## config.mk

```make
export PLATFORM = sky130hd
export DESIGN_NAME = flag_length_frame_receiver
export DESIGN_NICKNAME = d
export VERILOG_FILES = /design/src/rtl/core/flfr_pkg.sv /design/src/rtl/core/flag_length_frame_receiver.sv /design/src/rtl/core/flfr_parse.sv
export SDC_FILE = /design/constraint.sdc
export NUM_CORES = 2
export LEC_CHECK = 0
export ABC_AREA = 1
export BUFFER_PORTS_ARGS = -buffer_cell sky130_fd_sc_hd__buf_2
export CELL_PAD_IN_SITES_DETAIL_PLACEMENT = 1
export CELL_PAD_IN_SITES_GLOBAL_PLACEMENT = 1
export CORE_ASPECT_RATIO = 0.7
export CORE_UTILIZATION = 45
export CTS_CLUSTER_SIZE = 10
export DETAILED_ROUTE_END_ITERATION = 8
export HOLD_SLACK_MARGIN = 0.05
export PLACE_DENSITY_LB_ADDON = 0.1
export SKIP_LAST_GASP = 1
export SLEW_MARGIN = 10
export SYNTH_ARGS = -nofsm -noshare
export SYNTH_HDL_FRONTEND = slang
export SYNTH_SLANG_ARGS = --single-unit
export TNS_END_PERCENT = 5
```

## constraint.sdc

```tcl
create_clock -name i_clk -period 5 [get_ports i_clk]
set_input_delay 0.25 -clock i_clk [delete_from_list [all_inputs] [get_ports i_clk]]
set_output_delay 0.25 -clock i_clk [all_outputs]
set_load 0.02 [all_outputs]
```

## src/rtl/core/flfr_pkg.sv

```systemverilog
// ============================================================================
// flfr_pkg
// Shared types and constants for the flag/length frame receiver.
// ============================================================================
package flfr_pkg;

    // Frame layout: start flag, opcode, length, data, checksum, end flag
    localparam logic [8:0] FRAME_OVERHEAD = 9'd5;
    localparam logic [7:0] HEADER_LEN     = 8'd3;

    // Register reset values
    localparam logic [7:0] START_FLAG_RST = 8'd105;
    localparam logic [7:0] END_FLAG_RST   = 8'd150;
    localparam logic [7:0] MAX_TOTAL_RST  = 8'd200;

    // Default payload store depth
    localparam int STORE_DEPTH_DEF = 256;

    // Register indexes (byte address = 4 * index)
    localparam logic [1:0] REG_START_FLAG = 2'd0;
    localparam logic [1:0] REG_END_FLAG   = 2'd1;
    localparam logic [1:0] REG_MAX_TOTAL  = 2'd2;

    // Result status codes
    localparam logic [1:0] ST_OK      = 2'd0;
    localparam logic [1:0] ST_DROP    = 2'd1;
    localparam logic [1:0] ST_LEN_ERR = 2'd2;
    localparam logic [1:0] ST_END_ERR = 2'd3;

    // Input request
    typedef struct packed {
        logic       req_type;
        logic [7:0] rx_byte;
        logic [7:0] read_index;
    } t_in_req;

    // Result
    typedef struct packed {
        logic       frame_done;
        logic [1:0] status;
        logic [7:0] opcode;
        logic [7:0] pay_len;
        logic [7:0] check_byte;
        logic [7:0] read_data;
    } t_out_rsp;

    // Configuration registers
    typedef struct packed {
        logic [7:0] sof_byte;
        logic [7:0] eof_byte;
        logic [7:0] max_total_len;
    } t_cfg;

    // Parser step result toward the top level
    typedef struct packed {
        logic       frame_done;
        logic [1:0] status;
        logic [7:0] opcode;
        logic [7:0] pay_len;
        logic [7:0] check_byte;
        logic       wr_en;
        logic [7:0] wr_slot;
    } t_step;

endpackage

```

## src/rtl/core/flag_length_frame_receiver.sv

```systemverilog
// ============================================================================
// flag_length_frame_receiver
// Recovers start-flag / opcode / length / data / checksum / end-flag frames
// from received bytes, stores the payload and serves payload reads.
// ============================================================================
//
//  Channel  Direction  Handshake                 Payload
//  in       input      i_in_valid / o_in_stall   i_in_req  (t_in_req)
//  out      output     o_out_valid / i_out_stall o_out_rsp (t_out_rsp)
//  cfg      input      APB psel/penable/pwrite   paddr, pwdata, prdata
//
//  One request per cycle is accepted while o_in_stall is low; each gives one result
//  through the memory-read stage (payload memory read registered at accept) and the output register.
//  Reset is synchronous, active low; the payload memory is not cleared.
//  A stalled result sits in the output register while one more request is
//  taken into the memory-read stage; only then does o_in_stall rise.
//
module flag_length_frame_receiver #(
    parameter int STORE_DEPTH = flfr_pkg::STORE_DEPTH_DEF
) (
    input  logic               i_clk,
    input  logic               i_rst_n,
    // request channel
    input  logic               i_in_valid,
    output logic               o_in_stall,
    input  flfr_pkg::t_in_req  i_in_req,
    // result channel
    output logic               o_out_valid,
    input  logic               i_out_stall,
    output flfr_pkg::t_out_rsp o_out_rsp,
    // configuration port
    input  logic               psel,
    input  logic               penable,
    input  logic               pwrite,
    input  logic [3:0]         paddr,
    input  logic [31:0]        pwdata,
    output logic [31:0]        prdata,
    output logic               pready
);

    localparam int         AW     = $clog2(STORE_DEPTH);
    localparam logic [8:0] DEPTH9 = 9'(STORE_DEPTH);

    flfr_pkg::t_cfg     r_cfg;
    flfr_pkg::t_step    step;
    flfr_pkg::t_out_rsp r_s1_rsp;
    flfr_pkg::t_out_rsp r_o_rsp;
    flfr_pkg::t_out_rsp s1_final;
    logic               r_s1_valid;
    logic               r_s1_rd_ok;
    logic               r_o_valid;
    logic [7:0]         r_mem_q;
    logic [7:0]         mem [STORE_DEPTH];
    logic               accept;
    logic               s1_move;
    logic               cfg_wr;
    logic               rd_ok;

    // Configuration port
    assign pready = 1'b1;
    assign cfg_wr = psel && penable && pwrite;

    always_ff @(posedge i_clk) begin
        if (!i_rst_n) begin
            r_cfg.sof_byte      <= flfr_pkg::START_FLAG_RST;
            r_cfg.eof_byte      <= flfr_pkg::END_FLAG_RST;
            r_cfg.max_total_len <= flfr_pkg::MAX_TOTAL_RST;
        end else if (cfg_wr) begin
            case (paddr[3:2])
                flfr_pkg::REG_START_FLAG: r_cfg.sof_byte      <= pwdata[7:0];
                flfr_pkg::REG_END_FLAG:   r_cfg.eof_byte      <= pwdata[7:0];
                flfr_pkg::REG_MAX_TOTAL:  r_cfg.max_total_len <= pwdata[7:0];
                default: ;
            endcase
        end
    end

    always_comb begin
        case (paddr[3:2])
            flfr_pkg::REG_START_FLAG: prdata = {24'd0, r_cfg.sof_byte};
            flfr_pkg::REG_END_FLAG:   prdata = {24'd0, r_cfg.eof_byte};
            flfr_pkg::REG_MAX_TOTAL:  prdata = {24'd0, r_cfg.max_total_len};
            default:                  prdata = 32'd0;
        endcase
    end

    // Pipeline control: memory-read stage feeds the output register
    assign s1_move    = r_s1_valid && (!r_o_valid || !i_out_stall);
    assign o_in_stall = r_s1_valid && !s1_move;
    assign accept     = i_in_valid && !o_in_stall;

    // Frame parser
    flfr_parse #(
        .STORE_DEPTH(STORE_DEPTH)
    ) u_parse (
        .i_clk   (i_clk),
        .i_rst_n (i_rst_n),
        .i_accept(accept),
        .i_req   (i_in_req),
        .i_cfg   (r_cfg),
        .o_step  (step)
    );

    // Payload store: write at accept, registered read at accept
    assign rd_ok = i_in_req.req_type && ({1'b0, i_in_req.read_index} < DEPTH9);

    always_ff @(posedge i_clk) begin
        if (accept && step.wr_en) begin
            mem[step.wr_slot[AW-1:0]] <= i_in_req.rx_byte;
        end
        if (accept && rd_ok) begin
            r_mem_q <= mem[i_in_req.read_index[AW-1:0]];
        end
    end

    // Memory-read stage
    always_ff @(posedge i_clk) begin
        if (!i_rst_n) begin
            r_s1_valid <= 1'b0;
        end else if (accept) begin
            r_s1_valid <= 1'b1;
        end else if (s1_move) begin
            r_s1_valid <= 1'b0;
        end
    end

    always_ff @(posedge i_clk) begin
        if (accept) begin
            r_s1_rsp.frame_done <= step.frame_done;
            r_s1_rsp.status     <= step.status;
            r_s1_rsp.opcode     <= step.opcode;
            r_s1_rsp.pay_len    <= step.pay_len;
            r_s1_rsp.check_byte <= step.check_byte;
            r_s1_rsp.read_data  <= 8'd0;
            r_s1_rd_ok          <= rd_ok;
        end
    end

    always_comb begin
        s1_final           = r_s1_rsp;
        s1_final.read_data = r_s1_rd_ok ? r_mem_q : 8'd0;
    end

    // Output register
    always_ff @(posedge i_clk) begin
        if (!i_rst_n) begin
            r_o_valid <= 1'b0;
        end else if (s1_move) begin
            r_o_valid <= 1'b1;
        end else if (!i_out_stall) begin
            r_o_valid <= 1'b0;
        end
    end

    always_ff @(posedge i_clk) begin
        if (s1_move) begin
            r_o_rsp <= s1_final;
        end
    end

    assign o_out_valid = r_o_valid;
    assign o_out_rsp   = r_o_rsp;

`ifndef SYNTHESIS
    // a completed frame never carries an error status
    a_done_ok: assert property (@(posedge i_clk) disable iff (!i_rst_n)
        o_out_valid |-> !(o_out_rsp.frame_done && o_out_rsp.status != flfr_pkg::ST_OK))
        else $error("frame_done with error status");

    // a held result keeps the stage behind it occupied
    a_hold: assert property (@(posedge i_clk) disable iff (!i_rst_n)
        r_o_valid && i_out_stall && r_s1_valid |=> r_s1_valid && r_o_valid)
        else $error("pipeline lost a request under stall");

    // input is only stalled when both stages are full
    a_stall_full: assert property (@(posedge i_clk) disable iff (!i_rst_n)
        o_in_stall |-> r_s1_valid && r_o_valid)
        else $error("input stalled with free pipeline space");
`endif

endmodule

```

## src/rtl/core/flfr_parse.sv

```systemverilog
// ============================================================================
// flfr_parse
// Frame parser: position counter and frame field registers, one byte a step.
// ============================================================================
module flfr_parse #(
    parameter int STORE_DEPTH = flfr_pkg::STORE_DEPTH_DEF
) (
    input  logic             i_clk,
    input  logic             i_rst_n,
    input  logic             i_accept,
    input  flfr_pkg::t_in_req i_req,
    input  flfr_pkg::t_cfg   i_cfg,
    output flfr_pkg::t_step  o_step
);

    localparam logic [8:0] DEPTH9 = 9'(STORE_DEPTH);

    logic [7:0] r_pos, n_pos;
    logic [7:0] r_cur_op, n_cur_op;
    logic [7:0] r_cur_len, n_cur_len;
    logic [7:0] r_cur_chk, n_cur_chk;
    logic [7:0] r_done_op, n_done_op;
    logic [7:0] r_done_len, n_done_len;
    logic [7:0] r_done_chk, n_done_chk;

    logic       done;
    logic [1:0] status;
    logic       wr_en;
    logic [7:0] slot;
    logic [8:0] total;
    logic [8:0] data_end;

    assign total    = {1'b0, i_req.rx_byte} + flfr_pkg::FRAME_OVERHEAD;
    assign data_end = {1'b0, flfr_pkg::HEADER_LEN} + {1'b0, r_cur_len};
    assign slot     = r_pos - flfr_pkg::HEADER_LEN;

    // Next-state decode for a received byte
    always_comb begin
        n_pos      = r_pos;
        n_cur_op   = r_cur_op;
        n_cur_len  = r_cur_len;
        n_cur_chk  = r_cur_chk;
        n_done_op  = r_done_op;
        n_done_len = r_done_len;
        n_done_chk = r_done_chk;
        done       = 1'b0;
        status     = flfr_pkg::ST_OK;
        wr_en      = 1'b0;
        if (!i_req.req_type) begin
            if (r_pos == 8'd0) begin
                // hunting for the start flag
                if (i_req.rx_byte == i_cfg.sof_byte) begin
                    n_pos = 8'd1;
                end else begin
                    status = flfr_pkg::ST_DROP;
                end
            end else if (r_pos == 8'd1) begin
                n_cur_op = i_req.rx_byte;
                n_pos    = 8'd2;
            end else if (r_pos == 8'd2) begin
                // length byte, checked against the total limit
                if (total > {1'b0, i_cfg.max_total_len}) begin
                    status    = flfr_pkg::ST_LEN_ERR;
                    n_pos     = 8'd0;
                    n_cur_op  = 8'd0;
                    n_cur_len = 8'd0;
                    n_cur_chk = 8'd0;
                end else begin
                    n_cur_len = i_req.rx_byte;
                    n_pos     = flfr_pkg::HEADER_LEN;
                end
            end else if ({1'b0, r_pos} < data_end) begin
                // payload byte
                wr_en = ({1'b0, slot} < DEPTH9);
                n_pos = r_pos + 8'd1;
            end else if ({1'b0, r_pos} == data_end) begin
                n_cur_chk = i_req.rx_byte;
                n_pos     = r_pos + 8'd1;
            end else begin
                // end flag position
                if (i_req.rx_byte == i_cfg.eof_byte) begin
                    done       = 1'b1;
                    n_done_op  = r_cur_op;
                    n_done_len = r_cur_len;
                    n_done_chk = r_cur_chk;
                end else begin
                    status = flfr_pkg::ST_END_ERR;
                end
                n_pos     = 8'd0;
                n_cur_op  = 8'd0;
                n_cur_len = 8'd0;
                n_cur_chk = 8'd0;
            end
        end
    end

    // State registers, updated on accepted requests
    always_ff @(posedge i_clk) begin
        if (!i_rst_n) begin
            r_pos      <= 8'd0;
            r_cur_op   <= 8'd0;
            r_cur_len  <= 8'd0;
            r_cur_chk  <= 8'd0;
            r_done_op  <= 8'd0;
            r_done_len <= 8'd0;
            r_done_chk <= 8'd0;
        end else if (i_accept) begin
            r_pos      <= n_pos;
            r_cur_op   <= n_cur_op;
            r_cur_len  <= n_cur_len;
            r_cur_chk  <= n_cur_chk;
            r_done_op  <= n_done_op;
            r_done_len <= n_done_len;
            r_done_chk <= n_done_chk;
        end
    end

    always_comb begin
        o_step.frame_done = done;
        o_step.status     = status;
        o_step.opcode     = n_done_op;
        o_step.pay_len    = n_done_len;
        o_step.check_byte = n_done_chk;
        o_step.wr_en      = wr_en;
        o_step.wr_slot    = slot;
    end

`ifndef SYNTHESIS
    // a rejected frame always returns to hunting
    a_reject_hunts: assert property (@(posedge i_clk) disable iff (!i_rst_n)
        i_accept && (o_step.status == flfr_pkg::ST_LEN_ERR ||
                     o_step.status == flfr_pkg::ST_END_ERR) |=> r_pos == 8'd0)
        else $error("parser did not return to hunting after a reject");

    // completion latches the fields of the frame in progress
    a_done_latch: assert property (@(posedge i_clk) disable iff (!i_rst_n)
        i_accept && o_step.frame_done |=> r_done_len == $past(r_cur_len) &&
                                          r_done_op == $past(r_cur_op))
        else $error("completed frame fields not latched");

    // position never runs past the end flag slot
    a_pos_bound: assert property (@(posedge i_clk) disable iff (!i_rst_n)
        r_pos > 8'd2 |-> {1'b0, r_pos} <= {1'b0, r_cur_len} + 9'd4)
        else $error("byte position beyond frame end");
`endif

endmodule
```

==> qor.yml <==
status:
  status: "finished, final reports clean"
power_and_ir_drop:
  p_per_area_nw_per_um2: 383.6
  peakVddDrop_v: 0.0003031
  leakage_nw: 35.38
global_routing:
  grt_overflow: 0
  grt_max_degree: 176
  grt_pass1_vias: 61536
  antenna_found_initial: 14
  grt_pass1_wl_mm: 412.7
  grt.total_usage: 0.2794
die:
  fp.dieH_um: 375.6
  num_rows: 136
  start_util: 0.4549
  die_x_um: 535.7
  io-pin-count: 130
  coreArea_um2: 197200
  die-area_um2: 201200
layout:
  area_delta_synth_final_pct: 11.65
  stdcell_area_um2: 100200
  drive_above_1_share: 0.07001
  fin_nets: 7903
  finalCoreUtilization: 0.5079
clock_network:
  hold_buffers: 37
  clkSinkCount: 2201
  clk_latency_ns: 0.89
  cts_setup_buffers: 0
  cts_buffers: 247
  cts_buffer_depth: 4
  htree_levels: 4
  cts_tree: "built"
  clkTransAtPathRegs_ns: 0.06
  clockRootBuffer: "clkbuf_16"
  postCtsResizedCells: 0
sta:
  setup_slack_ns: 0.5301
  tightest_slew_ns: 1.195
  finalMaxSlewViolations: 0
  clock_skew_ns: 0.03555
  fmax_mhz: 223.7
  fin_hold_ws_ns: 0.1350
  fin_setup_tns_ns: 0
  setup-violations-final: 0
  period_needed_ns: 4.470
  final_hold_viol_count: 0
  fin_crit_sh: 0.8940
  rsz0062_at_grt: "false"
  slew_headroom: 0.2032
setup_path:
  cp_slowest_stage_delay_ns: 0.61
  crit_arrival_ns: 5.04
  reg2regPathDepth: 16
  worstSetupPathType: "register to register"
  end_kind: "register"
  cpMostUsedCell: "nand3_1"
  cp_cell_sequence: "inv_1, ha_1, nor2_1, nand3_1, xor2_1, ha_1, nand2_1, inv_1, o21ai_0, nand3_1, nand2_1, nand4_1, inv_2, nand3_1, nor3_1, buf_4"
  cp_data_required_time_ns: 5.57
  setup.worst_path.start_class: "register"
  slowest_stage: "nor3_1"
  crit_fanout: 8
min_path:
  hold_class: "input port to register"
  hold_path_depth: 6
drt:
  routed_wl_mm: 281.9
  dr.pass1.iters: 7
  drc: 0
  drt_iter0_drc: 7025
  vias: 61023
  ant_nets: 0
  via_per_inst: 5.814
  avgRoutedWirePerCell_um: 26.86
placed_design:
  postPlaceCellArea_um2: 93280
  gp_congestion: 0.8339
  dpl.hpwl_mm: 163.4
  port_buffers: 78
  place_ws_ns: 0.5574
yosys:
  synth_cells: 7789
  yosysSeqAreaShare: 0.7275
  avgSynthCellArea_um2: 11.52
  ys_ff_latch: 2201
  yosys_warnings: 0
  netlist-cell-type-count: 34
  netlist_area_um2: 89720
run:
  cap_violations: 0
[where the power goes]
group          switching (mW)  total, mW  internal, mW
Clock                    6.89       15.7          8.86
Combinational            1.85       2.40         0.549
Sequential             0.0205       20.3          20.3
Total                    8.76       38.4          29.7
[sequential cells by signal (all words and copies together) (netlist names), 8 cells and up]
name	flops
mem	2048
o_out_rsp	35
r_s1_rsp	27
u_parse.r_cur_op	8
r_mem_q	8
u_parse.r_cur_len	8
u_parse.r_done_len	8
u_parse.r_done_op	8
r_cfg	24
u_parse.r_pos	8
u_parse.r_cur_chk	8
u_parse.r_done_chk	8
[cell usage after synthesis]
cell | number | area, um2
inv_1 | 130 | 488.0
dfxtp_1 | 82 | 1642
xor2_1 | 31 | 271.5
buf_2 | 46 | 230.2
or2_2 | 1 | 6.260
nand3b_1 | 2 | 15.01
xor2_2 | 1 | 16.27
o211ai_1 | 9 | 67.56
edfxtp_1 | 2119 | 63630
ha_1 | 26 | 325.3
o221ai_1 | 1 | 8.760
o22ai_1 | 1 | 6.260
and3_1 | 2 | 12.51
nor3_1 | 52 | 260.3
xnor2_1 | 3 | 26.28
nor2_1 | 300 | 1126
and2_1 | 1 | 6.260
o21a_1 | 1 | 7.510
o21ai_1 | 10 | 50.05
nand3_2 | 1 | 10.01
clkbuf_1 | 401 | 1505
nand2_1 | 2273 | 8532
inv_2 | 10 | 37.54
nor2_2 | 2 | 12.51
buf_1 | 66 | 247.7
a21oi_1 | 58 | 290.3
buf_4 | 25 | 187.7
clkinv_1 | 2 | 7.510
o21ai_0 | 57 | 285.3
nand3_1 | 2061 | 10310
a21o_1 | 2 | 15.01
nor3_2 | 1 | 10.01
conb_1 | 2 | 7.510
nand4_1 | 10 | 62.56
[per-stage QoR]
stage / power [mW] / cells
2_1_floorplan: 21.89 / 7812
3_3_place_gp: 22.98 / 10153
3_5_place_dp: 23.03 / 10153
4_1_cts: 38.65 / 10492
5_1_grt: 39.44 / 10492
6_report: 38.43 / 10496
[per-layer routing]
metal	GRT usage	share of wire	vias to the layer above
li1	-	-	27378
met1	0.4257	0.46	31188
met2	0.4192	0.44	2096
met3	0.04117	0.070	357
met4	0.07056	0.023	4
met5	0	0.000096	-
[area by class of cell]
cell class / count / area [um2]
antenna: 4 / 10.01
sequential: 2201 / 65270
inverter: 142 / 558.0
multi-input combinational: 4931 / 21930
fill: 20277 / 97050
timing repair buffer: 294 / 2611
clock buffer: 294 / 6442
clock inverter: 8 / 66.31
tap: 2622 / 3281
[cells by family (layout without fill, tap and decap cells)]
group,after synthesis,after routing,share of synthesized area
simple gates,4706,4706,0.2270
flops,2201,2201,0.7275
buf+inv,680,738,0.03014
compound gates,139,139,0.008144
xor+xnor,35,35,0.003500
fa+ha+maj,26,26,0.003626
other cells,2,29,0.00008370
[cell usage in the layout (no fill, tap or decap), drive strengths merged, types with 3 or more instances in the layout]
cell,synthesis,final
xnor2,3,3
nand4,10,10
a21oi,58,58
o211ai,9,9
nor3,53,53
nor2,302,302
dlygate4sd3,0,37
edfxtp,2119,2119
nand2,2273,2273
o21ai,67,67
conb,2,25
diode,0,4
ha,26,26
clkbuf,401,294
clkinv,2,8
dfxtp,82,82
xor2,32,32
buf,137,257
nand3,2062,2062
inv,140,142
[path summary, 6_finish.rpt]
kind | startpoint | end | slack [ns]
worst max-delay path | u_parse.r_cur_len[0]$_SDFFE_PN0P_ | mem[10][4]$_DFFE_PP_ | 0.53
worst min-delay path | pwrite | r_cfg[23]$_SDFFE_PN0P_ | 0.14
worst max register to register | u_parse.r_cur_len[0]$_SDFFE_PN0P_ | mem[10][4]$_DFFE_PP_ | 0.53
worst min register to register | r_s1_rsp[24]$_DFFE_PP_ | o_out_rsp[24]$_DFFE_PP_ | 0.41
[critical path: cells and delay by family, from the launching register on]
kind                     cells  cell delay (ns)
AND/OR/NAND/NOR              8             2.08
buffers and inverters        4             0.83
adder cells (fa/ha/maj)      2             0.53
flip-flops                   1             0.38
XOR/XNOR                     1             0.18
AO/OA/AOI/OAI                1             0.16
No activity file was read; power rests on OpenSTA's default activity.
